==> config.mk <==
export PLATFORM = sky130hd
export DESIGN_NAME = sep7_sum7
export DESIGN_NICKNAME = d
export VERILOG_FILES = /design/src/hw/rtl/sep7_pkg.sv /design/src/hw/rtl/sep7_sum7.sv
export SDC_FILE = /design/constraint.sdc
export NUM_CORES = 1
export LEC_CHECK = 0
export BUFFER_PORTS_ARGS = -buffer_cell sky130_fd_sc_hd__buf_2
export CAP_MARGIN = 20
export CORE_MARGIN = 2
export CORE_UTILIZATION = 40
export DETAILED_ROUTE_END_ITERATION = 16
export PLACE_DENSITY = 0.69
export SYNTH_ARGS = -nofsm -noshare
export SYNTH_HDL_FRONTEND = slang
export SYNTH_SLANG_ARGS = --single-unit
==> constraint.sdc <==
create_clock -name clk -period 4.5 [get_ports clk]
set_input_delay 0.225 -clock clk [delete_from_list [all_inputs] [get_ports clk]]
set_output_delay 0.225 -clock clk [all_outputs]
set_load 0.02 [all_outputs]
==> src/hw/rtl/sep7_pkg.sv <==
`timescale 1ns / 1ps
// ----------------------------------------------------------------------------
// sep7_pkg: shared definitions for the separable 7-tap image filter
// Frame geometry, tap count, datapath widths, reset weights and the
// control bundle that drives the line-store cells.
// ----------------------------------------------------------------------------
package sep7_pkg;

  // Frame geometry.
  localparam int IMAGE_WIDTH  = 480;
  localparam int IMAGE_HEIGHT = 270;

  // Filter shape.
  localparam int TAPS      = 7;
  localparam int HIST      = TAPS - 1;
  localparam int OUT_WIDTH = IMAGE_WIDTH - HIST;

  // Datapath widths.
  localparam int PIX_W   = 8;
  localparam int PROD_W  = 2 * PIX_W;
  localparam int PAIR_W  = PROD_W + 1;
  localparam int SUM_W   = PROD_W + $clog2(TAPS);
  localparam int SHIFT   = 8;
  localparam int COL_W   = $clog2(IMAGE_WIDTH);
  localparam int ROW_W   = $clog2(IMAGE_HEIGHT);
  localparam int HX_W    = $clog2(OUT_WIDTH);
  localparam int CIDX_W  = $clog2(TAPS);

  // Pipeline depth from the window register to the result register.
  localparam int NSTAGE = 7;

  // Tap weights after reset, oldest position first.
  localparam logic [PIX_W-1:0] COEF_RESET [TAPS] =
    '{8'd2, 8'd15, 8'd62, 8'd98, 8'd62, 8'd15, 8'd2};

  // Per-beat bookkeeping that travels with a pixel down the pipeline.
  typedef struct packed {
    logic [HX_W-1:0] hx;
    logic            produce;
    logic            row_end;
    logic            frame_end;
  } tag_t;

  // Read and write control shared by every line-store cell.
  typedef struct packed {
    logic            re;
    logic            we;
    logic [HX_W-1:0] raddr;
    logic [HX_W-1:0] waddr;
  } ls_ctrl_t;

endpackage

==> src/hw/rtl/sep7_sum7.sv <==
`timescale 1ns / 1ps
// ----------------------------------------------------------------------------
// sep7_sum7: two-stage adder tree over the seven tap products
// The first stage forms pair sums, the second adds the pairs.
// ----------------------------------------------------------------------------
module sep7_sum7 import sep7_pkg::*; (
  input  logic              clk,
  input  logic              en_a,
  input  logic              en_b,
  input  logic [PROD_W-1:0] prod [TAPS],
  output logic [SUM_W-1:0]  sum
);

  logic [PAIR_W-1:0] pair [4];

  // Pair sums of neighboring taps; the last tap stands alone.
  always_ff @(posedge clk) begin
    if (en_a) begin
      pair[0] <= PAIR_W'(prod[0]) + PAIR_W'(prod[1]);
      pair[1] <= PAIR_W'(prod[2]) + PAIR_W'(prod[3]);
      pair[2] <= PAIR_W'(prod[4]) + PAIR_W'(prod[5]);
      pair[3] <= PAIR_W'(prod[6]);
    end
  end

  // Final sum of the pairs.
  always_ff @(posedge clk) begin
    if (en_b) begin
      sum <= (SUM_W'(pair[0]) + SUM_W'(pair[1])) +
             (SUM_W'(pair[2]) + SUM_W'(pair[3]));
    end
  end

endmodule
==> impl_results.md <==
* Status: finished, final reports clean
* Post-synthesis instance total at 650
* Slew Limit Headroom at 57.74%
* Max Buffers Root-to-Sink at 2
* Netlist Area Pre-Place at approximately 0.0068 sq mm
* WL final at between 10 and 15 mm
* Vias in the first global route at approximately 5200
* First-pass GRT wire length at between 20 and 25 mm
* Register area share after synthesis at approximately 38%
* Worst vdd ir at between 200 and 300 uV
* Met2 routed WL at 7.101 mm
* Diodes inserted at 0
* Grt total ovfl at 0
* Worst path required time at 4580 ps
* Antenna violations before repair at 0
* R2R setup slack at about 1200 ps
* Area delta synth->final at 17.69%
* M1 WL at ~6.5 mm
* Synthesized net count at ~870
* Die W at around 130 microns
* Layout Nets at 1004
* I/O Pins at around 130
* Initial DRT Pass Iterations at 5
* WHS Endpoint: pair[3][7]
* H-tree depth at 3
* Worst R2R Path Depth at 13
* Final worst path period share at 73.62%
* Post-DP HPWL at approximately 12 mm
* DRC at 0
* DP Cell Count at 995
* Worst-Margin Slew at 633.9 ps
* Reg2reg start: pair[3][1]
* P per Cell Area at 518.5 mW/mm^2
* Hold crit path type: input port to flip-flop
* Die ar. at around 0.018 sq mm
* # Max-Cap Violations at 0
* Number of CTS-inserted buffers at 9
* GRT Total Usage at roughly 17%
* Post-DR wirelength/cell at between 10 and 15 microns
* Post-synth EDFFs at 86
* GP Congestion at around 0.85
* Reg-to-Reg End: sum[13]
* Share of cells above drive strength 1 at 20.48%
* Hold Path Stages at 1
* Fmax at around 0.30 GHz
* Sinks on the clock net at 86
* WP data arrival at 3390 ps
* Starting Density at about two fifths
* CP max FO at 4
* Largest net degree at the start of global routing at 53
* Leak at 3.697 nW
* Clk_lat worst skew at approximately 340 ps
* Final Critical Period at roughly 3300 ps
* Die Ht at between 100 and 150 microns
* Fin. Hold Viols at 0
* Min-delay src: prod[7]
* Clock Root Buffer: clkbuf_16
* Post-CTS Resized at 0
* Ys flop type: edfxtp_1
* Final total power at approximately 4.2 mW
* Yosys warning count at 0
* Slew Limit Fails at 0
* Distinct cells, synth at 62
* Async S/R FF share, synth at 0%
* CTS tree: done
* Port Buf Inserts at 133
* Total negative slack at 0 ps
* FP Rows at 47
* Syn_area_per_cell at about 10 sq um
* Cts hold-fix bufs at 0
* Detail-routed via count per cell at 5.006
* Wire length on met3 at approximately 620 microns
* Clock slew at reported path FFs at 60 ps
* RSZ-0062 raised after global routing: false
* Antenna viol nets, final at 0
* Worst setup path category: flip-flop to flip-flop
* Startpoint types: flip-flop
* # setup viols final at 0
* Yosys reg bits at 86
* Crit. End Element: flip-flop
* Initial drt markers at approximately 380
* Non-filler cells, final at about 1000
* Max Clock Skew at between 4 and 5 ps
* Via count at 5061
* Highest routing layer actually used: met4
* Core footprint at roughly 0.017 sq mm
* Postcts setup bufs at 0
[registers in the layout, indices dropped and copies added, names as in the netlist]
signal  cells
pair       67
sum        19
[where the power goes]
group / internal [mW] / switching (mW)
registers: 1.19 / 0.0447
logic: 0.917 / 1.29
clock network: 0.428 / 0.295
[cell usage after synthesis, types with 3 or more instances]
cell	number	area [sq um]
inv_1	117	439.2
edfxtp_1	86	2582
ha_1	67	838.3
a21oi_1	37	185.2
fa_1	36	720.7
xnor2_1	30	262.8
nor2_1	29	108.9
o21ai_0	27	135.1
a21o_1	23	172.7
nand2_1	20	75.07
nand3_1	15	75.07
nor2b_1	13	81.33
o21a_1	13	97.59
xor2_1	13	113.9
o21ai_1	11	55.05
nor3_1	10	50.05
clkbuf_1	9	33.78
nand4_1	7	43.79
a211oi_1	5	37.54
o31a_1	5	43.79
a31oi_1	4	25.02
nand2b_1	4	25.02
o21bai_1	4	30.03
o311ai_0	4	35.03
a2111oi_0	3	26.28
and2_1	3	18.77
and3_1	3	18.77
nor4_1	3	18.77
o2111ai_1	3	26.28
o211ai_1	3	22.52
o31ai_1	3	22.52
[kinds of logic (layout without fill, tap and decap cells)]
| logic type | after synthesis | after routing | synth area share (%) |
|---|---|---|---|
| and+or+nand+nor | 118 | 118 | 8.956 |
| buffers and inverters | 126 | 267 | 6.937 |
| adders and majority gates | 103 | 103 | 22.87 |
| muxes | 1 | 1 | 0.1468 |
| AOI/OAI and AO/OA | 173 | 173 | 17.69 |
| DFF | 86 | 86 | 37.88 |
| xor gates and xnor gates | 43 | 43 | 5.524 |
[per-stage QoR]
step | cell area (sq um) | worst slack, ps | util [%] | hold WS [ps]
final | 8024 | 1187 | 48.21 | 54.47
after global routing | 8024 | 866.7 | 48.21 | 45.25
after CTS | 8024 | 1175 | 48.21 | 45.76
after detailed placement | 7732 | 1202 | 46.46 | 403.3
after global placement | 7732 | 1262 | 46.46 | 402.7
after floorplan | 6818 | 1395 | - | 323.9
[final cells by class]
cell class | count | area, sq um
Clock inverter | 6 | 62.56
Clock buffer | 10 | 229.0
Inverter | 117 | 439.2
Timing Repair Buffer | 134 | 673.1
Tap cell | 220 | 275.3
Multi-Input combinational cell | 438 | 3762
Sequential cell | 86 | 2582
Fill cell | 1544 | 8618
[routing by layer]
| layer | track usage (%) | vias to the layer above |
|---|---|---|
| li1 | - | 2576 |
| met2 | 29.31 | 130 |
| met1 | 22.25 | 2335 |
| met4 | 7.310 | 0 |
| met5 | 0 | - |
| met3 | 1.952 | 20 |
[cell usage in the layout, fill, tap and decap left out, types with 5 or more instances in the layout]
cell,count
nand2_1,20
buf_2,133
xnor2_1,30
nand3_1,15
o21a_1,13
nor3_1,10
edfxtp_1,86
fa_1,36
o31a_1,5
ha_1,67
nor2_1,29
a21o_1,23
nand4_1,7
xor2_1,13
nor2b_1,13
o21ai_1,11
a21oi_1,37
a211oi_1,5
o21ai_0,27
clkbuf_16,9
inv_1,117
[worst max path at each step]
| stage | start | end | depth (start not counted) |
|---|---|---|---|
| 2_1_floorplan | pair[3][1] | sum[13] | 13 |
| 3_3_place_gp | pair[3][1] | sum[13] | 13 |
| 3_5_place_dp | pair[0][1] | sum[17] | 13 |
| 4_1_cts | pair[2][1] | sum[13] | 13 |
| 5_1_grt | pair[3][1] | sum[13] | 13 |
| 6_report | pair[3][1] | sum[13] | 13 |
[critical path: stages (launching register included)]
cell and delay (ps):
edfxtp_1 350, inv_1 80, fa_1 440, fa_1 510
inv_1 40, ha_1 200, inv_1 70, fa_1 190
nor2b_1 70, o2111ai_1 200, o211ai_2 170, o311ai_1 370
o21ai_0 170, xor2_1 170
Note: power is estimated with default switching activity, not from simulation.
