<file path="src/hw/rtl/sep7_pkg.sv">
`timescale 1ns / 1ps
// ----------------------------------------------------------------------------
// sep7_pkg: shared definitions for the separable 7-tap image filter
// Frame geometry, tap count, datapath widths, reset weights and the
// control bundle that drives the line-store cells.
// ----------------------------------------------------------------------------
package sep7_pkg;

  // Frame geometry.
  localparam int IMAGE_WIDTH  = 480;
  localparam int IMAGE_HEIGHT = 270;

  // Filter shape.
  localparam int TAPS      = 7;
  localparam int HIST      = TAPS - 1;
  localparam int OUT_WIDTH = IMAGE_WIDTH - HIST;

  // Datapath widths.
  localparam int PIX_W   = 8;
  localparam int PROD_W  = 2 * PIX_W;
  localparam int PAIR_W  = PROD_W + 1;
  localparam int SUM_W   = PROD_W + $clog2(TAPS);
  localparam int SHIFT   = 8;
  localparam int COL_W   = $clog2(IMAGE_WIDTH);
  localparam int ROW_W   = $clog2(IMAGE_HEIGHT);
  localparam int HX_W    = $clog2(OUT_WIDTH);
  localparam int CIDX_W  = $clog2(TAPS);

  // Pipeline depth from the window register to the result register.
  localparam int NSTAGE = 7;

  // Tap weights after reset, oldest position first.
  localparam logic [PIX_W-1:0] COEF_RESET [TAPS] =
    '{8'd2, 8'd15, 8'd62, 8'd98, 8'd62, 8'd15, 8'd2};

  // Per-beat bookkeeping that travels with a pixel down the pipeline.
  typedef struct packed {
    logic [HX_W-1:0] hx;
    logic            produce;
    logic            row_end;
    logic            frame_end;
  } tag_t;

  // Read and write control shared by every line-store cell.
  typedef struct packed {
    logic            re;
    logic            we;
    logic [HX_W-1:0] raddr;
    logic [HX_W-1:0] waddr;
  } ls_ctrl_t;

endpackage

</file>
<file path="src/hw/rtl/sep7_hcell.sv">
`timescale 1ns / 1ps
// ----------------------------------------------------------------------------
// sep7_hcell: one cell of the horizontal pixel window
// Holds one pixel of the current row, hands it to its older neighbor on
// every accepted beat, and registers the weighted product of its pixel.
// ----------------------------------------------------------------------------
module sep7_hcell import sep7_pkg::*; (
  input  logic              clk,
  input  logic              shift,
  input  logic [PIX_W-1:0]  pix_in,
  input  logic [PIX_W-1:0]  coef,
  input  logic              prod_en,
  output logic [PIX_W-1:0]  pix,
  output logic [PROD_W-1:0] prod
);

  // Window shift: take the pixel of the newer neighbor.
  always_ff @(posedge clk) begin
    if (shift) begin
      pix <= pix_in;
    end
  end

  // Tap product for the window held in the cells.
  always_ff @(posedge clk) begin
    if (prod_en) begin
      prod <= PROD_W'(coef) * PROD_W'(pix);
    end
  end

endmodule

</file>
<file path="config.mk">
export PLATFORM = sky130hd
export DESIGN_NAME = sep7_hcell
export DESIGN_NICKNAME = d
export VERILOG_FILES = /design/src/hw/rtl/sep7_pkg.sv /design/src/hw/rtl/sep7_hcell.sv
export SDC_FILE = /design/constraint.sdc
export NUM_CORES = 1
export LEC_CHECK = 0
export BUFFER_PORTS_ARGS = -buffer_cell sky130_fd_sc_hd__buf_4
export CAP_MARGIN = 40
export CORE_MARGIN = 8
export CORE_UTILIZATION = 30
export DETAILED_ROUTE_END_ITERATION = 8
export HOLD_SLACK_MARGIN = 0.05
export PLACE_DENSITY = 0.49
export SLEW_MARGIN = 20
export SYNTH_ARGS = -nofsm -noshare
export SYNTH_HDL_FRONTEND = slang
export SYNTH_SLANG_ARGS = --single-unit
</file>
<file path="constraint.sdc">
create_clock -name clk -period 6.3 [get_ports clk]
set_input_delay 1.26 -clock clk [delete_from_list [all_inputs] [get_ports clk]]
set_output_delay 1.26 -clock clk [all_outputs]
set_load 0.01 [all_outputs]
</file>
==> results of run 1 <==
[cell usage after synthesis (2+ instances only)]
cell and number:
inv_1 49, and2_1 47, fa_1 36, ha_1 36, edfxtp_1 24, nand2_1 23, xnor2_1 7, nor2_1 6
a21oi_1 5, o21a_1 4, xor2_1 4, a211o_1 3, and3_1 3, nor2b_1 2, nor3_1 2, o211ai_1 2
o21ai_1 2
[how the worst min path moves through the flow]
stage,end,slack (ps),depth (start not counted)
finish,prod[0],780,1
global route,prod[0],840,1
CTS,prod[0],800,1
detailed placement,prod[0],780,1
global placement,prod[0],790,1
floorplan,prod[0],690,1
[power by group through the flow]
stage	Combinational, mW	Clock (mW)	Sequential [mW]
2_1_floorplan	0.534	0	0.300
3_3_place_gp	0.751	0	0.281
3_5_place_dp	0.755	0	0.280
4_1_cts	0.764	0.104	0.277
5_1_grt	0.865	0.111	0.282
6_report	0.745	0.0996	0.275
[registers in the layout, summed over array words and instances (netlist names)]
signal and cells:
prod 16, pix 8
[worst max-delay path: cells and delay by family]
kind / cells / cell delay, ps
adder cells (fa/ha/maj): 5 / 2420
AO/OA/AOI/OAI: 2 / 490
AND/OR/NAND/NOR: 3 / 450
buffers and inverters: 5 / 350
XOR/XNOR: 1 / 80
[layout make-up]
class / instances / area, um^2
Clock inverter: 1 / 3.75
Tap cell: 111 / 139
Fill cell: 970 / 5870
Inverter: 49 / 184
Sequential cell: 24 / 721
Multi-Input combinational cell: 194 / 1920
Timing Repair Buffer: 42 / 315
Clock buffer: 3 / 41.3
[cells by family after synthesis]
kind of cell	Yosys count	synth area share [%]
xor gates and xnor gates	11	3.41
DFF	24	25.5
buffers and inverters	49	6.50
and+or+nand+nor	88	17.1
AOI/OAI and AO/OA	23	6.06
adders and majority gates	72	41.4
[per-stage QoR]
stage / util [%] / total power, mW / area [um^2] / hold slack (ps) / std cells
after floorplan: - / 0.834 / 2830 / 690 / 267
after global routing: 36.2 / 1.26 / 3330 / 842 / 424
after detailed placement: 35.7 / 1.04 / 3280 / 778 / 420
after global placement: 35.7 / 1.03 / 3280 / 790 / 420
after CTS: 36.2 / 1.14 / 3330 / 803 / 424
final: 36.2 / 1.12 / 3330 / 784 / 424
[per-layer routing]
layer	up-vias	wire length (um)
li1	954	-
met1	864	2990
met2	30	2600
met3	4	172
met4	0	53
met5	-	0
==> reports/metrics.yaml, run 1 <==
cp.required_ps: 6330
rrSetupSlack_ps: 1790
ios: 43
arrival_ps: 5040
syn-cell-area_um2: 2830
r2r-end: "prod[11]"
hold_violations: 0
rows: 35
clock-root-buffer: "clkbuf_8"
gp_congestion: 0.781
synth_async_sr_flop_share_pct: 0
comb_power_share_pct: 66.5
worstMarginPinSlew_ps: 422
die_w_um: 113
netSwitchingFraction_pct: 41.3
cts_buffers: 3
critPathKind: "input port to register"
cts_hold_buf: 0
drt_wl_total_um: 5820
slowest_stage: "fa_1"
setup_viol: 0
ant_nets: 0
drcViolationCount: 0
dpl.hpwl_um: 4900
drv_slew: 0
cts_tree: "yes"
synth.top_cell.area_share_pct: 25.5
viasPerCell: 4.37
mostFrequentLayoutCells: "inv_1, and2_1, buf_4"
path_clk_slew_ps: 100
routed-via-count: 1852
r2r_start: "pix[4]"
grt_max_degree: 17
path_max_fanout: 8
power_density_nw_per_um2: 337
fin_nets: 405
first_pass_iters: 4
fin_ws_ps: 1290
place_ws_ps: 1030
clock-sinks: 24
pwr-share-clk_pct: 8.9
ys_warn_count: 0
gr-usage-met1_pct: 12.8
maxCapViolations: 0
yosysTopAreaCell: "fa_1"
yosysSeqAreaShare_pct: 25.5
internal_power_uw: 657
design.die.area_um2: 12800
ir_drop_mv: 0.118
track_usage_pct: 9.39
drt-initial-drc-count: 44
gr-max-usage-layer: "met2"
status: "complete, no violations"
synth_edf_count: 24
antenna_found_initial: 0
endpoint_kind: "register"
worstSkewPairLatency_ps: 270
postCtsSetupRepairBufs: 0
grt_remaining_overflow: 0
synth_cells: 267
ff2ff_path_depth: 15
h-tree-depth: 1
layout-area-overhead-vs-synth_pct: 17.7
ys_ff_latch: 24
synth_ff_type: "edfxtp_1"
hp-start: "pix[0]"
core_um2: 9200
seqPwrFrac_pct: 24.6
syn_avg_cell_area_um2: 10.6
finClkSkew_ps: 4.47
layout-drive-gt1-share_pct: 16.0
routedWlPerCell_um: 13.7
min_period_ps: 5010
path_cells: "buf_4 -> and2_1 -> fa_1 -> inv_1 -> fa_1 -> inv_1 -> fa_1 -> inv_1 -> fa_1 -> inv_1 -> ha_1 -> and2_4 -> a221oi_2 -> nand2_1 -> a31oi_1 -> xnor2_1"
setup.worst_path.start_class: "input port"
met2_usage_pct: 15.0
grt_pass1_vias: 2015
synth_cell_type_count: 29
cts_resized: 0
syn-num-nets: 358
period_share_pct: 79.5
start_util_pct: 30.7
layout_commonest_cell: "inv_1"
setup-tns-final_ps: 0
synth_area_leaders: "fa_1, edfxtp_1, ha_1"
crit_start: "coef[3]"
worstHoldPathType: "register to register"
fmax_ghz: 0.200
rsz0062_at_grt: "no"
slew_headroom_pct: 71.5
crit_end: "prod[11]"
numPortBuffers: 42
die_y_um: 113
grt_first_pass_wirelength_um: 9870
use_met3_pct: 1.76
critPathMaxStageDelay_ps: 540
netSwitchingPower_uw: 463
leakage_nw: 1.63
diodes: 0
clk_path_buf_depth: 2
(Power assumes the default switching activity.)
==> run 2: changes to the inputs <==
PLACE_DENSITY = 0.5   (was 0.49)
clock period = 4.6 ns   (was 6.3 ns; I/O delays follow)
==> run 2 against run 1 <==
Against the previous run:
- clock-buffer cell count is the same
- flip-flop and latch count is the same
- power grew 61%
- critical path depth is the same
- sequential power grew 37%
- sequential share of layout area shrank 1.5 points
- routed wire length grew 4.1%
- final cell count grew 5.9%
- global-route usage grew 0.80 points
- critical path type unchanged
- critical endpoint unchanged
- highest routed layer unchanged
==> reports/metrics.yaml, run 2 (synthesis results as in run 1) <==
grt_pass1_vias: 2258
ant_nets: 0
dpl.hpwl_um: 5140
die_y_um: 113
h-tree-depth: 1
path_cells: "buf_4 -> and2_4 -> fa_1 -> inv_1 -> fa_1 -> inv_1 -> fa_1 -> inv_1 -> fa_1 -> inv_1 -> ha_1 -> and2_4 -> a221oi_2 -> nand2_1 -> a31oi_2 -> xnor2_1"
worstMarginPinSlew_ps: 431
slowest_stage: "fa_1"
multi_input_area_um2: 1960
numPortBuffers: 42
status: "complete, no violations"
largest-register: "prod"
worstHoldPathType: "input port to register"
design.die.area_um2: 12800
fin_nets: 430
cts_tree: "yes"
hold_violations: 0
grt_max_degree: 17
routed-via-count: 1998
grt_first_pass_wirelength_um: 10700
fillers: 930
clock-root-buffer: "clkbuf_8"
slew_headroom_pct: 70.9
gp_congestion: 0.809
setup_viol: 0
layout-drive-gt1-share_pct: 23.7
critPathMaxStageDelay_ps: 530
cts_buffers: 3
post-place-cells: 445
layout_commonest_cell: "buf_4"
die_w_um: 113
diodes: 0
mostFrequentLayoutCells: "buf_4, inv_1, and2_1"
period_share_pct: 96.9
min_path_cells: 1
maxCapViolations: 0
critPathBufInv: 5
endpoint_kind: "register"
worstSkewPairLatency_ps: 280
top_regs: "prod: 16 flops, pix: 8 flops"
largest_reg_flops: 16
track_usage_pct: 10.2
clock-sinks: 24
cts_hold_buf: 0
setup-tns-final_ps: 0
fin_ws_ps: 144
core_um2: 9200
clk_path_buf_depth: 2
drv_slew: 0
hp-start: "pix_in[5]"
drt_wl_total_um: 6060
postCtsSetupRepairBufs: 0
fmax_ghz: 0.224
ir_drop_mv: 0.185
setup.worst_path.start_class: "input port"
arrival_ps: 4490
r2r_start: "pix[4]"
drcViolationCount: 0
cp.required_ps: 4640
critPathKind: "input port to register"
finClkSkew_ps: 5.10
holdWs_ps: 809
leakage_nw: 1.77
viasPerCell: 4.45
crit_start: "coef[3]"
path_clk_slew_ps: 100
rrSetupSlack_ps: 250
ios: 43
ff2ff_path_depth: 15
start_util_pct: 30.7
grt_remaining_overflow: 0
drt-initial-drc-count: 32
rows: 35
min_period_ps: 4460
ff_latch_area_um2: 721
routedWlPerCell_um: 13.5
worstSetupPathDepth: 16
layout-area-overhead-vs-synth_pct: 26.4
cts_resized: 0
antenna_found_initial: 0
place_ws_ps: -211
rsz0062_at_grt: "no"
path_delay_family: "adder cells"
power_density_nw_per_um2: 505
stdcell_count: 449
first_pass_iters: 4
fin_util_pct: 38.9
path_max_fanout: 5
[run 2: cell count changes in the layout (fill, tap and decap cells not counted)]
cell       delta
a31oi_1       -1
ha_1          -2
clkinv_1      -1
ha_4          +2
bufinv_16     +1
and2_1        -1
a31oi_2       +1
buf_4        +25
and2_4        +1
[run 2: stage by stage]
stage               cell area, um^2  total power [mW]
finish                         3570              1.80
global route                   3570              2.00
CTS                            3540              1.78
detailed placement             3470              1.58
global placement               3470              1.56
floorplan                      2830              1.14
[run 2: path summary, 6_finish.rpt]
check,to
min reg2reg,prod[0]
min,pix[5]
max reg2reg,prod[11]
max,prod[11]
[run 2: per-layer routing]
| layer | GRT usage (%) | up-vias | part of all wire, % |
|---|---|---|---|
| li1 | - | 1001 | - |
| met1 | 12.7 | 953 | 47 |
| met2 | 17.9 | 40 | 49 |
| met3 | 1.38 | 4 | 2.8 |
| met4 | 2.93 | 0 | 1.3 |
| met5 | 0 | - | 0 |
[run 2: final cells by class]
class                   instances  area share (%)
inverters                      49            5.15
flip-flops and latches         24            20.2
multi-input cells             194            54.7
clock inverters                 1           0.840
repair buffers                 67            14.1
well taps                     111            3.89
clock buffers                   3            1.16
[run 2: worst register-to-register path, cell delays in order, from the launching register on]
cell	delay, ps
edfxtp_1	560
and2_4	240
fa_1	520
inv_1	50
fa_1	470
inv_1	50
fa_1	530
inv_1	50
fa_1	530
inv_1	40
ha_1	280
and2_4	150
a221oi_2	260
nand2_1	140
a31oi_2	160
xnor2_1	80
[run 2: power breakdown]
part | internal [mW] | leakage (nW) | switching, mW
Sequential | 0.351 | 0.237 | 0.0265
Combinational | 0.656 | 1.50 | 0.578
Clock | 0.117 | 0.0357 | 0.0771
Total | 1.12 | 1.77 | 0.681
==> run 3: changes to the inputs <==
PLACE_DENSITY = 0.58   (was 0.5)
==> run 3 against run 2 <==
Against the previous run:
- combinational power about the same
- setup slack got worse by 36 ps
- critical path depth is the same
- via count is 1.4% lower
- worst hold slack worse by 13 ps
- core utilization is 0.57 points lower
- sequential share of layout area grew 0.30 points
- power fell by 3.4%
- first-iteration DRC count up 130%
- critical path type unchanged
- critical endpoint unchanged
==> reports/metrics.yaml, run 3 (synthesis results as in run 1) <==
status: "complete, no violations"
core_um2: 9200
mostFrequentLayoutCells: "buf_4, inv_1, and2_1"
path_max_fanout: 8
postCtsSetupRepairBufs: 0
path_clk_slew_ps: 80
hp-start: "pix[0]"
endpoint_kind: "register"
ios: 43
ant_nets: 0
gr-max-usage-layer: "met2"
first_pass_iters: 4
gr-usage-met1_pct: 12.0
routedWlPerCell_um: 12.9
grt_pass1_vias: 2059
fin_util_pct: 38.3
grt_first_pass_wirelength_um: 9870
design.die.area_um2: 12800
r2r_start: "pix[4]"
period_share_pct: 97.7
arrival_ps: 4520
min_path_cells: 1
grt_max_degree: 17
dpl.hpwl_um: 5090
ir_drop_mv: 0.195
layout-drive-gt1-share_pct: 22.5
fin_area_um2: 3520
drt_wl_total_um: 5730
slew_headroom_pct: 71.3
worstSkewPairLatency_ps: 270
critPathKind: "input port to register"
cts_tree: "yes"
power_density_nw_per_um2: 495
largest_reg_flops: 16
routed-via-count: 1970
fin_ws_ps: 108
drt-initial-drc-count: 74
hold_violations: 0
setup_viol: 0
cts_hold_buf: 0
layout-area-overhead-vs-synth_pct: 24.6
die_y_um: 113
worstHoldPathType: "register to register"
largest-register: "prod"
start_util_pct: 30.7
leakage_nw: 1.74
maxCapViolations: 0
clk_path_buf_depth: 2
hold_end: "prod[0]"
drcViolationCount: 0
rsz0062_at_grt: "yes"
setup.worst_path.start_class: "input port"
stdcell_count: 445
post-place-cells: 441
use_met3_pct: 2.18
rows: 35
diodes: 0
gp_congestion: 0.881
grt_remaining_overflow: 0
worstMarginPinSlew_ps: 425
cts_resized: 0
met2_usage_pct: 15.5
numPortBuffers: 42
place_ws_ps: -226
fin_nets: 426
h-tree-depth: 1
min_period_ps: 4490
holdWs_ps: 795
ff2ff_path_depth: 15
place_area_um2: 3440
top_regs: "prod: 16 flops, pix: 8 flops"
antenna_found_initial: 0
cp.required_ps: 4630
layout_commonest_cell: "buf_4"
cts_buffers: 3
viasPerCell: 4.43
clock-root-buffer: "clkbuf_8"
fmax_ghz: 0.223
drv_slew: 0
track_usage_pct: 9.41
rrSetupSlack_ps: 240
finClkSkew_ps: 3.27
clock-sinks: 24
die_w_um: 113
r2r-end: "prod[11]"
-- run 3: worst max-delay path: stages --
cell and delay (ps):
buf_4 140, and2_1 150, fa_1 530, inv_1 50, fa_1 480, inv_1 60
fa_1 520, inv_1 50, fa_1 520, inv_1 40, ha_2 270, and2_4 150
a221oi_4 250, nand2_1 140, a31oi_2 160, xnor2_1 80
-- run 3: routing by layer --
layer,wire (um),part of all wire (%),up-vias
li1,-,-,997
met1,2680,47,930
met2,2740,48,39
met3,245,4.3,4
met4,65,1.1,0
met5,0,0,-
-- run 3: layout make-up --
| cell class | count | area [um^2] |
|---|---|---|
| Clock inverter | 1 | 3.75 |
| Multi-Input combinational cell | 194 | 1960 |
| Sequential cell | 24 | 721 |
| Timing Repair Buffer | 63 | 473 |
| Inverter | 49 | 184 |
| Tap cell | 111 | 139 |
| Clock buffer | 3 | 41.3 |
| Fill cell | 935 | 5670 |
-- run 3: worst max-delay path by stage --
stage | from | to
2_1_floorplan | coef[3] | prod[11]
3_3_place_gp | coef[3] | prod[11]
3_5_place_dp | coef[3] | prod[12]
4_1_cts | coef[3] | prod[11]
5_1_grt | coef[3] | prod[11]
6_report | coef[3] | prod[11]
-- run 3: where the power goes --
part           switching (mW)  leakage (nW)  internal, mW
logic                   0.587          1.48         0.652
clock network          0.0673        0.0231        0.0598
registers              0.0259         0.237         0.351
-- run 3: per-stage QoR --
step                power, mW  setup TNS (ps)
floorplan                1.14               0
global route             1.94           -30.1
detailed placement       1.57           -1260
finish                   1.74               0
CTS                      1.71               0
global placement         1.55            -909
